==> src/hdl/csd_pkg.sv <==
package csd_pkg;

    localparam int CountBits = 24;
    localparam int NullBits  = CountBits - 1;
    localparam int PctBits   = 7;
    localparam int ProdBits  = NullBits + PctBits;

    localparam int QueueDepth   = 2;
    localparam int QueuePtrBits = $clog2(QueueDepth);
    localparam int QueueCntBits = $clog2(QueueDepth + 1);

    localparam logic [3:0] CsUtf32Le   = 4'd0;
    localparam logic [3:0] CsUtf32Be   = 4'd1;
    localparam logic [3:0] CsUtf8Bom   = 4'd2;
    localparam logic [3:0] CsUtf16LeBom = 4'd3;
    localparam logic [3:0] CsUtf16BeBom = 4'd4;
    localparam logic [3:0] CsGb18030   = 4'd5;
    localparam logic [3:0] CsAscii     = 4'd6;
    localparam logic [3:0] CsUtf16Le   = 4'd7;
    localparam logic [3:0] CsUtf16Be   = 4'd8;
    localparam logic [3:0] CsUtf8      = 4'd9;
    localparam logic [3:0] CsLatin1    = 4'd10;

    localparam logic [PctBits-1:0] ConfFull   = 7'd100;
    localparam logic [PctBits-1:0] ConfUtf16  = 7'd80;
    localparam logic [PctBits-1:0] ConfUtf8   = 7'd90;
    localparam logic [PctBits-1:0] ConfLatin1 = 7'd30;

    localparam logic [PctBits-1:0] Hundred = 7'd100;

    localparam logic [PctBits-1:0] MajorPctReset = 7'd30;
    localparam logic [PctBits-1:0] MinorPctReset = 7'd5;

    localparam logic [1:0] RegMajorPct = 2'd0;
    localparam logic [1:0] RegMinorPct = 2'd1;

    typedef struct packed {
        logic [7:0] byte_value;
        logic       last_byte;
    } byte_item_t;

    typedef struct packed {
        logic [3:0]         charset_code;
        logic [PctBits-1:0] confidence;
        logic [2:0]         bom_length;
    } verdict_item_t;

    typedef struct packed {
        logic [PctBits-1:0] major_pct;
        logic [PctBits-1:0] minor_pct;
    } csd_cfg_t;

    // summary of one finished buffer, handed from front to back
    typedef struct packed {
        logic [3:0]          bom_code;
        logic [2:0]          bom_len;
        logic                is_ascii;
        logic                try_utf16;
        logic                utf8_ok;
        logic [NullBits-1:0] pairs;
        logic [NullBits-1:0] even_nulls;
        logic [NullBits-1:0] odd_nulls;
    } csd_job_t;

    typedef struct packed {
        logic                    full;
        logic                    empty;
        logic [QueueCntBits-1:0] count;
    } csd_queue_status_t;

endpackage

==> src/hdl/csd_front.sv <==
module csd_front import csd_pkg::*;
(
    input  logic       clk,
    input  logic       rst_n,
    input  logic       byte_valid,
    output logic       byte_ready,
    input  byte_item_t byte_data,
    input  logic       queue_full,
    output logic       push,
    output csd_job_t   push_job
);

    logic [31:0]          head_reg, head_next;
    logic [CountBits-1:0] total_reg, total_next;
    logic [NullBits-1:0]  even_reg, even_next;
    logic [NullBits-1:0]  odd_reg, odd_next;
    logic                 saw_null_reg, saw_null_next;
    logic                 saw_high_reg, saw_high_next;
    logic [1:0]           pend_reg, pend_next;
    logic [1:0]           len_reg, len_next;
    logic [20:0]          cp_reg, cp_next;
    logic                 inv_reg, inv_next;

    logic       accept;
    logic [7:0] b;
    logic       sat;
    logic [20:0] cp_min;

    assign byte_ready = !queue_full;
    assign accept     = byte_valid && byte_ready;
    assign b          = byte_data.byte_value;
    assign sat        = &total_reg;

    always_comb
    begin
        case (len_reg)
            2'd1:    cp_min = 21'h80;
            2'd2:    cp_min = 21'h800;
            default: cp_min = 21'h10000;
        endcase
    end

    // running statistics and UTF-8 decoder, including the current byte
    always_comb
    begin
        head_next     = head_reg;
        total_next    = total_reg;
        even_next     = even_reg;
        odd_next      = odd_reg;
        saw_null_next = saw_null_reg || (b == 8'h00);
        saw_high_next = saw_high_reg || b[7];
        pend_next     = pend_reg;
        len_next      = len_reg;
        cp_next       = cp_reg;
        inv_next      = inv_reg;

        if (total_reg < CountBits'(4))
        begin
            head_next[8*total_reg[1:0] +: 8] = b;
        end
        if (!sat && b == 8'h00)
        begin
            if (total_reg[0])
            begin
                if (!(&odd_reg))
                    odd_next = odd_reg + NullBits'(1);
            end
            else if (!byte_data.last_byte)
            begin
                if (!(&even_reg))
                    even_next = even_reg + NullBits'(1);
            end
        end
        if (!sat)
            total_next = total_reg + CountBits'(1);

        if (!inv_reg)
        begin
            if (pend_reg == 2'd0)
            begin
                if (!b[7])
                begin
                end
                else if (b[7:5] == 3'b110)
                begin
                    len_next  = 2'd1;
                    pend_next = 2'd1;
                    cp_next   = {16'd0, b[4:0]};
                end
                else if (b[7:4] == 4'b1110)
                begin
                    len_next  = 2'd2;
                    pend_next = 2'd2;
                    cp_next   = {17'd0, b[3:0]};
                end
                else if (b[7:3] == 5'b11110)
                begin
                    len_next  = 2'd3;
                    pend_next = 2'd3;
                    cp_next   = {18'd0, b[2:0]};
                end
                else
                begin
                    inv_next = 1'b1;
                end
            end
            else if (b[7:6] != 2'b10)
            begin
                inv_next = 1'b1;
            end
            else
            begin
                cp_next   = {cp_reg[14:0], b[5:0]};
                pend_next = pend_reg - 2'd1;
                if (pend_reg == 2'd1)
                begin
                    if (cp_next < cp_min || (cp_next >= 21'hD800 && cp_next <= 21'hDFFF)
                        || cp_next > 21'h10FFFF)
                        inv_next = 1'b1;
                end
            end
        end
    end

    // verdict summary from the updated values
    logic [7:0] h0, h1, h2, h3;
    logic       n4, n3, n2;

    assign h0 = head_next[7:0];
    assign h1 = head_next[15:8];
    assign h2 = head_next[23:16];
    assign h3 = head_next[31:24];
    assign n4 = total_next >= CountBits'(4);
    assign n3 = total_next >= CountBits'(3);
    assign n2 = total_next >= CountBits'(2);

    always_comb
    begin
        push_job.bom_code = CsLatin1;
        push_job.bom_len  = 3'd0;
        if (n4 && h0 == 8'hFF && h1 == 8'hFE && h2 == 8'h00 && h3 == 8'h00)
        begin
            push_job.bom_code = CsUtf32Le;
            push_job.bom_len  = 3'd4;
        end
        else if (n4 && h0 == 8'h00 && h1 == 8'h00 && h2 == 8'hFE && h3 == 8'hFF)
        begin
            push_job.bom_code = CsUtf32Be;
            push_job.bom_len  = 3'd4;
        end
        else if (n3 && h0 == 8'hEF && h1 == 8'hBB && h2 == 8'hBF)
        begin
            push_job.bom_code = CsUtf8Bom;
            push_job.bom_len  = 3'd3;
        end
        else if (n2 && h0 == 8'hFF && h1 == 8'hFE)
        begin
            push_job.bom_code = CsUtf16LeBom;
            push_job.bom_len  = 3'd2;
        end
        else if (n2 && h0 == 8'hFE && h1 == 8'hFF)
        begin
            push_job.bom_code = CsUtf16BeBom;
            push_job.bom_len  = 3'd2;
        end
        else if (n4 && h0 == 8'h84 && h1 == 8'h31 && h2 == 8'h95 && h3 == 8'h33)
        begin
            push_job.bom_code = CsGb18030;
            push_job.bom_len  = 3'd4;
        end
        push_job.is_ascii   = !saw_null_next && !saw_high_next;
        push_job.try_utf16  = saw_null_next && n4;
        push_job.utf8_ok    = !inv_next && (pend_next == 2'd0);
        push_job.pairs      = total_next[CountBits-1:1];
        push_job.even_nulls = even_next;
        push_job.odd_nulls  = odd_next;
    end

    assign push = accept && byte_data.last_byte;

    always_ff @(posedge clk or negedge rst_n)
    begin
        if (!rst_n)
        begin
            head_reg     <= '0;
            total_reg    <= '0;
            even_reg     <= '0;
            odd_reg      <= '0;
            saw_null_reg <= 1'b0;
            saw_high_reg <= 1'b0;
            pend_reg     <= '0;
            len_reg      <= '0;
            cp_reg       <= '0;
            inv_reg      <= 1'b0;
        end
        else if (accept)
        begin
            if (byte_data.last_byte)
            begin
                head_reg     <= '0;
                total_reg    <= '0;
                even_reg     <= '0;
                odd_reg      <= '0;
                saw_null_reg <= 1'b0;
                saw_high_reg <= 1'b0;
                pend_reg     <= '0;
                len_reg      <= '0;
                cp_reg       <= '0;
                inv_reg      <= 1'b0;
            end
            else
            begin
                head_reg     <= head_next;
                total_reg    <= total_next;
                even_reg     <= even_next;
                odd_reg      <= odd_next;
                saw_null_reg <= saw_null_next;
                saw_high_reg <= saw_high_next;
                pend_reg     <= pend_next;
                len_reg      <= len_next;
                cp_reg       <= cp_next;
                inv_reg      <= inv_next;
            end
        end
    end

endmodule

==> src/hdl/csd_queue.sv <==
module csd_queue import csd_pkg::*;
(
    input  logic              clk,
    input  logic              rst_n,
    input  logic              push,
    input  csd_job_t          push_job,
    input  logic              pop,
    output logic              head_valid,
    output csd_job_t          head_job,
    output csd_queue_status_t status
);

    csd_job_t                entry_reg [QueueDepth];
    logic [QueuePtrBits-1:0] wr_ptr_reg, rd_ptr_reg;
    logic [QueueCntBits-1:0] count_reg, count_next;

    assign status.count = count_reg;
    assign status.full  = count_reg == QueueCntBits'(QueueDepth);
    assign status.empty = count_reg == '0;
    assign head_valid   = !status.empty;
    assign head_job     = entry_reg[rd_ptr_reg];

    always_comb
    begin
        count_next = count_reg;
        if (push && !pop)
            count_next = count_reg + QueueCntBits'(1);
        else if (pop && !push)
            count_next = count_reg - QueueCntBits'(1);
    end

    always_ff @(posedge clk or negedge rst_n)
    begin
        if (!rst_n)
        begin
            wr_ptr_reg <= '0;
            rd_ptr_reg <= '0;
            count_reg  <= '0;
        end
        else
        begin
            if (push)
                wr_ptr_reg <= wr_ptr_reg + QueuePtrBits'(1);
            if (pop)
                rd_ptr_reg <= rd_ptr_reg + QueuePtrBits'(1);
            count_reg <= count_next;
        end
    end

    always_ff @(posedge clk)
    begin
        if (push)
            entry_reg[wr_ptr_reg] <= push_job;
    end

endmodule

==> src/hdl/csd_back.sv <==
module csd_back import csd_pkg::*;
(
    input  logic          clk,
    input  logic          rst_n,
    input  csd_cfg_t      cfg,
    input  logic          job_valid,
    input  csd_job_t      job,
    output logic          pop,
    output logic          verdict_valid,
    input  logic          verdict_ready,
    output verdict_item_t verdict_data
);

    // stage A: threshold products
    logic                a_valid_reg;
    csd_job_t            a_job_reg;
    logic [ProdBits-1:0] major_reg, minor_reg, ev_reg, od_reg;

    // stage B: output register
    logic          o_valid_reg;
    verdict_item_t o_data_reg, o_data_next;

    logic adv_o, adv_a;

    assign adv_o = !o_valid_reg || verdict_ready;
    assign adv_a = !a_valid_reg || adv_o;
    assign pop   = job_valid && adv_a;

    always_ff @(posedge clk or negedge rst_n)
    begin
        if (!rst_n)
        begin
            a_valid_reg <= 1'b0;
            o_valid_reg <= 1'b0;
        end
        else
        begin
            if (adv_a)
                a_valid_reg <= job_valid;
            if (adv_o)
                o_valid_reg <= a_valid_reg;
        end
    end

    always_ff @(posedge clk)
    begin
        if (pop)
        begin
            a_job_reg <= job;
            major_reg <= ProdBits'(cfg.major_pct) * ProdBits'(job.pairs);
            minor_reg <= ProdBits'(cfg.minor_pct) * ProdBits'(job.pairs);
            ev_reg    <= ProdBits'(job.even_nulls) * ProdBits'(Hundred);
            od_reg    <= ProdBits'(job.odd_nulls) * ProdBits'(Hundred);
        end
        if (adv_o && a_valid_reg)
            o_data_reg <= o_data_next;
    end

    always_comb
    begin
        o_data_next.charset_code = CsLatin1;
        o_data_next.confidence   = ConfLatin1;
        o_data_next.bom_length   = a_job_reg.bom_len;
        if (a_job_reg.bom_len != 3'd0)
        begin
            o_data_next.charset_code = a_job_reg.bom_code;
            o_data_next.confidence   = ConfFull;
        end
        else if (a_job_reg.is_ascii)
        begin
            o_data_next.charset_code = CsAscii;
            o_data_next.confidence   = ConfFull;
        end
        else if (a_job_reg.try_utf16 && od_reg > major_reg && ev_reg < minor_reg)
        begin
            o_data_next.charset_code = CsUtf16Le;
            o_data_next.confidence   = ConfUtf16;
        end
        else if (a_job_reg.try_utf16 && ev_reg > major_reg && od_reg < minor_reg)
        begin
            o_data_next.charset_code = CsUtf16Be;
            o_data_next.confidence   = ConfUtf16;
        end
        else if (a_job_reg.utf8_ok)
        begin
            o_data_next.charset_code = CsUtf8;
            o_data_next.confidence   = ConfUtf8;
        end
    end

    assign verdict_valid = o_valid_reg;
    assign verdict_data  = o_data_reg;

endmodule

==> src/hdl/charset_stream_detector.sv <==
// Character set detector for a byte stream.
// Byte channel (byte_valid/byte_ready/byte_data): one byte per transfer,
// last_byte marks the final byte of a buffer. A byte is taken every cycle
// while the job queue has room.
// Verdict channel (verdict_valid/verdict_ready/verdict_data): one verdict
// per buffer: charset code, confidence and BOM length.
// The last byte's job passes the queue write, the product stage and the
// output register before verdict_valid rises. Sustained rate is one byte
// per cycle, and one verdict per cycle for one-byte buffers, while verdict_ready is high.
// Configuration: cfg_write_en with cfg_index/cfg_data writes a threshold
// percent; index 0 major, index 1 minor, other indexes ignored. Write only
// while the block is idle.
// Reset: statistics cleared, thresholds back to 30 and 5 percent, queue
// and pipeline empty.
// Receiver stall: the verdict holds in the output register; the product
// stage and the two-entry job queue fill behind it, after which byte_ready
// drops until a verdict transfer frees a slot.
module charset_stream_detector import csd_pkg::*;
(
    input  logic          clk,
    input  logic          rst_n,
    input  logic          byte_valid,
    output logic          byte_ready,
    input  byte_item_t    byte_data,
    output logic          verdict_valid,
    input  logic          verdict_ready,
    output verdict_item_t verdict_data,
    input  logic          cfg_write_en,
    input  logic [1:0]    cfg_index,
    input  logic [6:0]    cfg_data
);

    csd_cfg_t          cfg_reg;
    logic              push, pop, head_valid;
    csd_job_t          push_job, head_job;
    csd_queue_status_t q_status;

    // threshold registers
    always_ff @(posedge clk or negedge rst_n)
    begin
        if (!rst_n)
        begin
            cfg_reg.major_pct <= MajorPctReset;
            cfg_reg.minor_pct <= MinorPctReset;
        end
        else if (cfg_write_en)
        begin
            case (cfg_index)
                RegMajorPct: cfg_reg.major_pct <= cfg_data;
                RegMinorPct: cfg_reg.minor_pct <= cfg_data;
                default:
                begin
                end
            endcase
        end
    end

    // front: per-byte statistics, UTF-8 check, BOM match
    csd_front u_front
    (
        .clk        (clk),
        .rst_n      (rst_n),
        .byte_valid (byte_valid),
        .byte_ready (byte_ready),
        .byte_data  (byte_data),
        .queue_full (q_status.full),
        .push       (push),
        .push_job   (push_job)
    );

    // finished buffers wait here so front and back stall independently
    csd_queue u_queue
    (
        .clk        (clk),
        .rst_n      (rst_n),
        .push       (push),
        .push_job   (push_job),
        .pop        (pop),
        .head_valid (head_valid),
        .head_job   (head_job),
        .status     (q_status)
    );

    // back: threshold products, then priority selection of the verdict
    csd_back u_back
    (
        .clk           (clk),
        .rst_n         (rst_n),
        .cfg           (cfg_reg),
        .job_valid     (head_valid),
        .job           (head_job),
        .pop           (pop),
        .verdict_valid (verdict_valid),
        .verdict_ready (verdict_ready),
        .verdict_data  (verdict_data)
    );

    // a BOM verdict is always one of the BOM classes at full confidence
    a_bom_class: assert property (@(posedge clk) disable iff (!rst_n)
        verdict_valid && verdict_data.bom_length != 3'd0
        |-> verdict_data.charset_code <= CsGb18030 && verdict_data.confidence == ConfFull)
        else $error("BOM verdict with wrong class or confidence");

    // statistical verdicts never carry a BOM length
    a_no_bom_len: assert property (@(posedge clk) disable iff (!rst_n)
        verdict_valid && verdict_data.charset_code >= CsAscii
        |-> verdict_data.bom_length == 3'd0 && verdict_data.charset_code <= CsLatin1)
        else $error("non-BOM verdict with BOM length or bad code");

    // a buffer end is never taken while the queue has no room
    a_queue_room: assert property (@(posedge clk) disable iff (!rst_n)
        byte_valid && byte_ready && byte_data.last_byte |-> !q_status.full)
        else $error("buffer end pushed into a full queue");

    // the queue is only popped while it holds a job, and its count stays within the queue depth
    a_pop_nonempty: assert property (@(posedge clk) disable iff (!rst_n)
        pop |-> !q_status.empty && q_status.count <= QueueCntBits'(QueueDepth))
        else $error("job queue popped while empty");

endmodule
==> config.mk <==
export PLATFORM = sky130hd
export DESIGN_NAME = charset_stream_detector
export DESIGN_NICKNAME = d
export VERILOG_FILES = /design/src/hdl/csd_pkg.sv /design/src/hdl/csd_front.sv /design/src/hdl/csd_queue.sv /design/src/hdl/csd_back.sv /design/src/hdl/charset_stream_detector.sv
export SDC_FILE = /design/constraint.sdc
export NUM_CORES = 2
export LEC_CHECK = 0
export BUFFER_PORTS_ARGS = -buffer_cell sky130_fd_sc_hd__buf_2
export CAP_MARGIN = 20
export CORE_MARGIN = 10
export CORE_UTILIZATION = 55
export DETAILED_ROUTE_END_ITERATION = 7
export PLACE_DENSITY = 0.74
export REMOVE_ABC_BUFFERS = 1
export SLEW_MARGIN = 20
export SYNTH_ARGS = -nofsm -noshare
export SYNTH_HDL_FRONTEND = slang
export SYNTH_HIERARCHICAL = 1
export SYNTH_SLANG_ARGS = --single-unit
==> constraint.sdc <==
create_clock -name clk -period 10.4 [get_ports clk]
set_clock_uncertainty 0.05 [all_clocks]
set_input_delay 2.08 -clock clk [delete_from_list [all_inputs] [get_ports clk]]
set_output_delay 2.08 -clock clk [all_outputs]
set_load 0.01 [all_outputs]
# Word level (Yosys, flattened, before mapping)
# Memory sizes are Yosys's and may differ from the RTL's.
# Index checks and enable logic that the tools add are counted.
# totals
ff_bits	284
latch_bits	0
mem_bits_rw	158
rom_bits	0
inputBits	23
out_inout_bits	16
word_cells	222
n_memories	1
# classes
add_sub_neg	9
n_mul	4
n_div	0
n_lt_le_gt_ge	12
n_eq_ne	26
n_shift	2
muxes	65
n_bitwise	0
n_reduce_logical	73
# mem_list
name	words	word_bits	read_ports	rd_clocked_by_memory_dff	wr	line_no	rtl
u_queue.entry_reg	2	79	1	0	1	csd_queue.sv:13	csd_job_t entry_reg [QueueDepth];
# op_table
op	count
two-way mux 23 bit	9
two-way mux 15 bit	8
equality test 8 bit (second input constant)	11
two-way mux 32 bit	2
greater-than comparator 30 bit	2
< comparator 30 bit	2
multiplier 7 x 23 -> 30 bit	2
multiplier 23 x 5 -> 28 bit (second input constant)	2
greater-or-equal comparator 24 x 2 -> 1 bit (second input constant)	2
two-way mux 24 bit	2
adder 23 x 1 -> 23 bit (second input constant)	2
AND reduction 23 bit	2
two-way mux 11 bit	4
two-way mux 7 bit	6
zero test 8 bit	5
logical AND 1 bit	34
two-way mux 2 bit	17
negator 5 -> 34 bit	1
case mux 17 bit (2 select lines)	1
variable shift 8 x 34 -> 32 bit (first input constant)	1
variable part select 8 x 34 -> 32 bit	1
bitwise mux 32 bit	1
adder 24 x 1 -> 24 bit (second input constant)	1
greater-or-equal comparator 24 x 3 -> 1 bit (second input constant)	1
other kinds (31)	72

# Logic depth before layout (Yosys ltp)
# depth
word_depth	15
depth_mapped	24
ltp_nobuf	20

# By module
# The synthesis kept the hierarchy.
# by_module_without_submodules
module	n_inst	cells_per_inst	area_each_um2	seq_area_each_um2
csd_back	1	2266	21533.2	4194.0
csd_front	1	1045	8797.2	3103.0
csd_queue	1	263	6294.8	4844.6
charset_stream_detector	1	30	545.5	357.8

# Worst setup path before layout
# Ideal clock, no wire load.
# synth_path
path_type	input to register
start	input port verdict_ready
end	register u_queue.count_reg[1]
setup_time_ns	0.079
arrival_time_ns	12.585
required_ns	10.271
setup_slack_ns	-2.314
path_stages	6
n_path_buf	0
path_cell_list	nor2b_1 > a21boi_0 > inv_1 > ha_1 > nor2_1 > xor2_1
# synth_between
elab_chain_len	6
elab_cells_between_ends	8
classes_between	1 x mux; 7 x reduce/logical
# synth_rtl
item	line_no	rtl
start: declaration	charset_stream_detector.sv:26	input logic verdict_ready,
logical OR 1 bit *	csd_back.sv:25	assign adv_o = !o_valid_reg || verdict_ready;
logical OR 1 bit *	csd_back.sv:26	assign adv_a = !a_valid_reg || adv_o;
logical AND 1 bit *	csd_back.sv:27	assign pop = job_valid && adv_a;
net pop	charset_stream_detector.sv:34	logic push, pop, head_valid;
zero test 1 bit	csd_queue.sv:26	if (push && !pop)
logical AND 1 bit	csd_queue.sv:26	
two-way mux 2 bit or nonzero test 2 bit (tied branches)	-	
end signal: assignment	csd_queue.sv:46	count_reg <= count_next;
end: declaration	csd_queue.sv:15	logic [QueueCntBits-1:0] count_reg, count_next;
# Mark *: on every way through the listed nets, which the timed path passes. The rest lies on a longest branch.
# A chain may end at the register's enable or synchronous reset.

==> metrics <==
CTS H-Tree Depth=2; Worst Tran Pin Value=0.998 ns; Final setup viols=0; die height=280 um; final net count=4197; Rows=95; Cell Chain, Critical Path=buf_4 > mux2_4 > and2_1 > fa_1 > fa_1 > fa_1 > inv_1 > fa_1 > inv_1 > ha_1 > a21o_1 > a21o_1 > a21oi_1 > o21ai_0 > a21oi_1 > o211ai_1 > a31oi_1 > o21ai_1 > xnor2_1; CP max stage cell=dfrtp_4; die width=280 um; CTS Buf Count=48; All-Layer GR Usage=0.217; Largest register FFs=between 150 and 200; Via density=5.84; layout cells sized above 1=0.0787; vias in the first global route=approximately 26000; Ys Warns=6; cell mode on critical path=fa_1; DIE AREA=78400 sq um; Worst R2R Path Depth=19; Core Region=67000 sq um; worst path arrival time=6.85 ns; FF/Latch Area=12500 sq um; Hold Path Class=reg -> reg; Fin. Hold Viols=0; grt met3 use=0.0255; root buffer cell=clkbuf_16; hold path cells=0; first-pass GRT wire length=about 140000 um; synthesized area per cell=roughly 10 sq um; Final Wtd Congestion=~0.94; initial antenna violation count=1; Core Util, Final=0.588; Initial Util=0.554; WP data required=about 11 ns; largest net degree at the start of global routing=88; Residual DRC=0; first-pass iteration count of the detailed router=6; startpoint types=register; post-CTS setup buffer count=0; clock transition at the registers of the reported paths=roughly 0.060 ns; Vias=26100; relative slew slack=0.332; io pins=39; Crit Path Max Fanout=29; Crit Path Class=reg -> reg; Fillers=5634; final wirelength=83900 um; Syn Inst Count=3603; CTS Hold Bufs=0; Overflow after GRT=0; worst skew pair latency=about 0.6 ns; max incr delay on CP=0.74 ns; met1 usage=0.300; CTS tree=yes; Post-DRT Antenna Nets=0; post-CTS resize count=0; status=finished clean; multi-input logic area=22100 sq um; max-cap viol count=0; busiest grt layer=met2; initial drt markers=~2100; Global Route met2 Usage=0.359; PortBufs=37; Final Slew Violations=0; P&R area growth vs syn=6.08%; CP Capture Type=register; maximum clock path buffer count=3; min cycle time layout=between 6 and 7 ns; cell area after synthesis=between 30000 and 40000 sq um; wire per inst=18.8 um; Post-DP HPWL=62700 um; Period Utilization, post-route=0.631; antenna fix cells=0; CTS sink count=440; RSZ-0062 raised after global routing=false; Peak Freq=about 150 MHz
## area by class of cell
| type | count | area share |
|---|---|---|
| multi-input combinational | 2526 | 0.560 |
| inverter | 494 | 0.0470 |
| sequential | 440 | 0.317 |
| clock inverter | 28 | 0.00720 |
| clock buffer | 60 | 0.0332 |
| tap | 873 | 0.0277 |
| timing repair buffer | 50 | 0.00733 |
## worst max-delay path: cells and delay by family, from the launching register on
family          cells  cell delay (ns)
flops               1             0.74
fa+ha+maj           5             2.42
compound gates      8             1.65
buf+inv             3             0.68
mux                 1             0.43
xor+xnor            1             0.14
simple gates        1             0.18
## placed cells by master, fill, tap and decap left out, types with 18 or more instances in the layout
master / instances
nand3_1: 63
clkbuf_16: 49
nand2_1: 274
mux2_2: 18
a21oi_1: 143
mux2i_1: 29
nor3_1: 60
nor2b_1: 18
nand2b_1: 20
nor2_1: 125
and4_1: 19
fa_1: 244
o21bai_1: 25
xnor2_1: 106
dfrtp_1: 137
a31oi_1: 20
a22o_1: 43
ha_1: 370
xor2_1: 46
edfxtp_1: 296
o21ai_1: 23
and2_1: 242
buf_2: 36
a21o_1: 81
o21ai_0: 139
nand4_1: 63
mux2_4: 79
and3_1: 34
inv_1: 494
## path summary, 6_finish.rpt
kind	slack, ns	start	end
setup / recovery	3.84	u_queue/rd_ptr_reg$_DFFE_PN0P_	u_back/minor_reg[29]$_DFFE_PP_
hold reg to reg	0.43	u_back/a_job_reg[73]$_DFFE_PP_	u_back/verdict_data[1]$_DFFE_PP_
hold / removal	0.43	u_back/a_job_reg[73]$_DFFE_PP_	u_back/verdict_data[1]$_DFFE_PP_
max in group asynchronous	7.37	rst_n	u_queue/rd_ptr_reg$_DFFE_PN0P_
min in group asynchronous	1.54	rst_n	u_front/even_reg[9]$_DFFE_PN0P_
setup reg to reg	3.84	u_queue/rd_ptr_reg$_DFFE_PN0P_	u_back/minor_reg[29]$_DFFE_PP_
## per-layer routing
| layer | routed length (um) | share of wire |
|---|---|---|
| met5 | 0 | 0 |
| met4 | 2040 | 0.024 |
| met3 | 4140 | 0.049 |
| met2 | 39900 | 0.47 |
| met1 | 37900 | 0.45 |
## stage by stage
step / instance area [sq um] / setup TNS [ns] / hold slack [ns] / setup slack (ns) / cells
2_1_floorplan: 36400 / -237.58 / 0.392 / -2.31 / 3460
3_3_place_gp: 37800 / 0 / 0.414 / 3.96 / 4383
3_5_place_dp: 37800 / 0 / 0.416 / 3.89 / 4383
4_1_cts: 39400 / 0 / 0.431 / 3.87 / 4471
5_1_grt: 39400 / 0 / 0.461 / 3.49 / 4471
6_report: 39400 / 0 / 0.430 / 3.84 / 4471
Power is left out: the tool's default activity adds up to more than one toggle a clock period on the data nets, which glitch-free logic cannot reach.
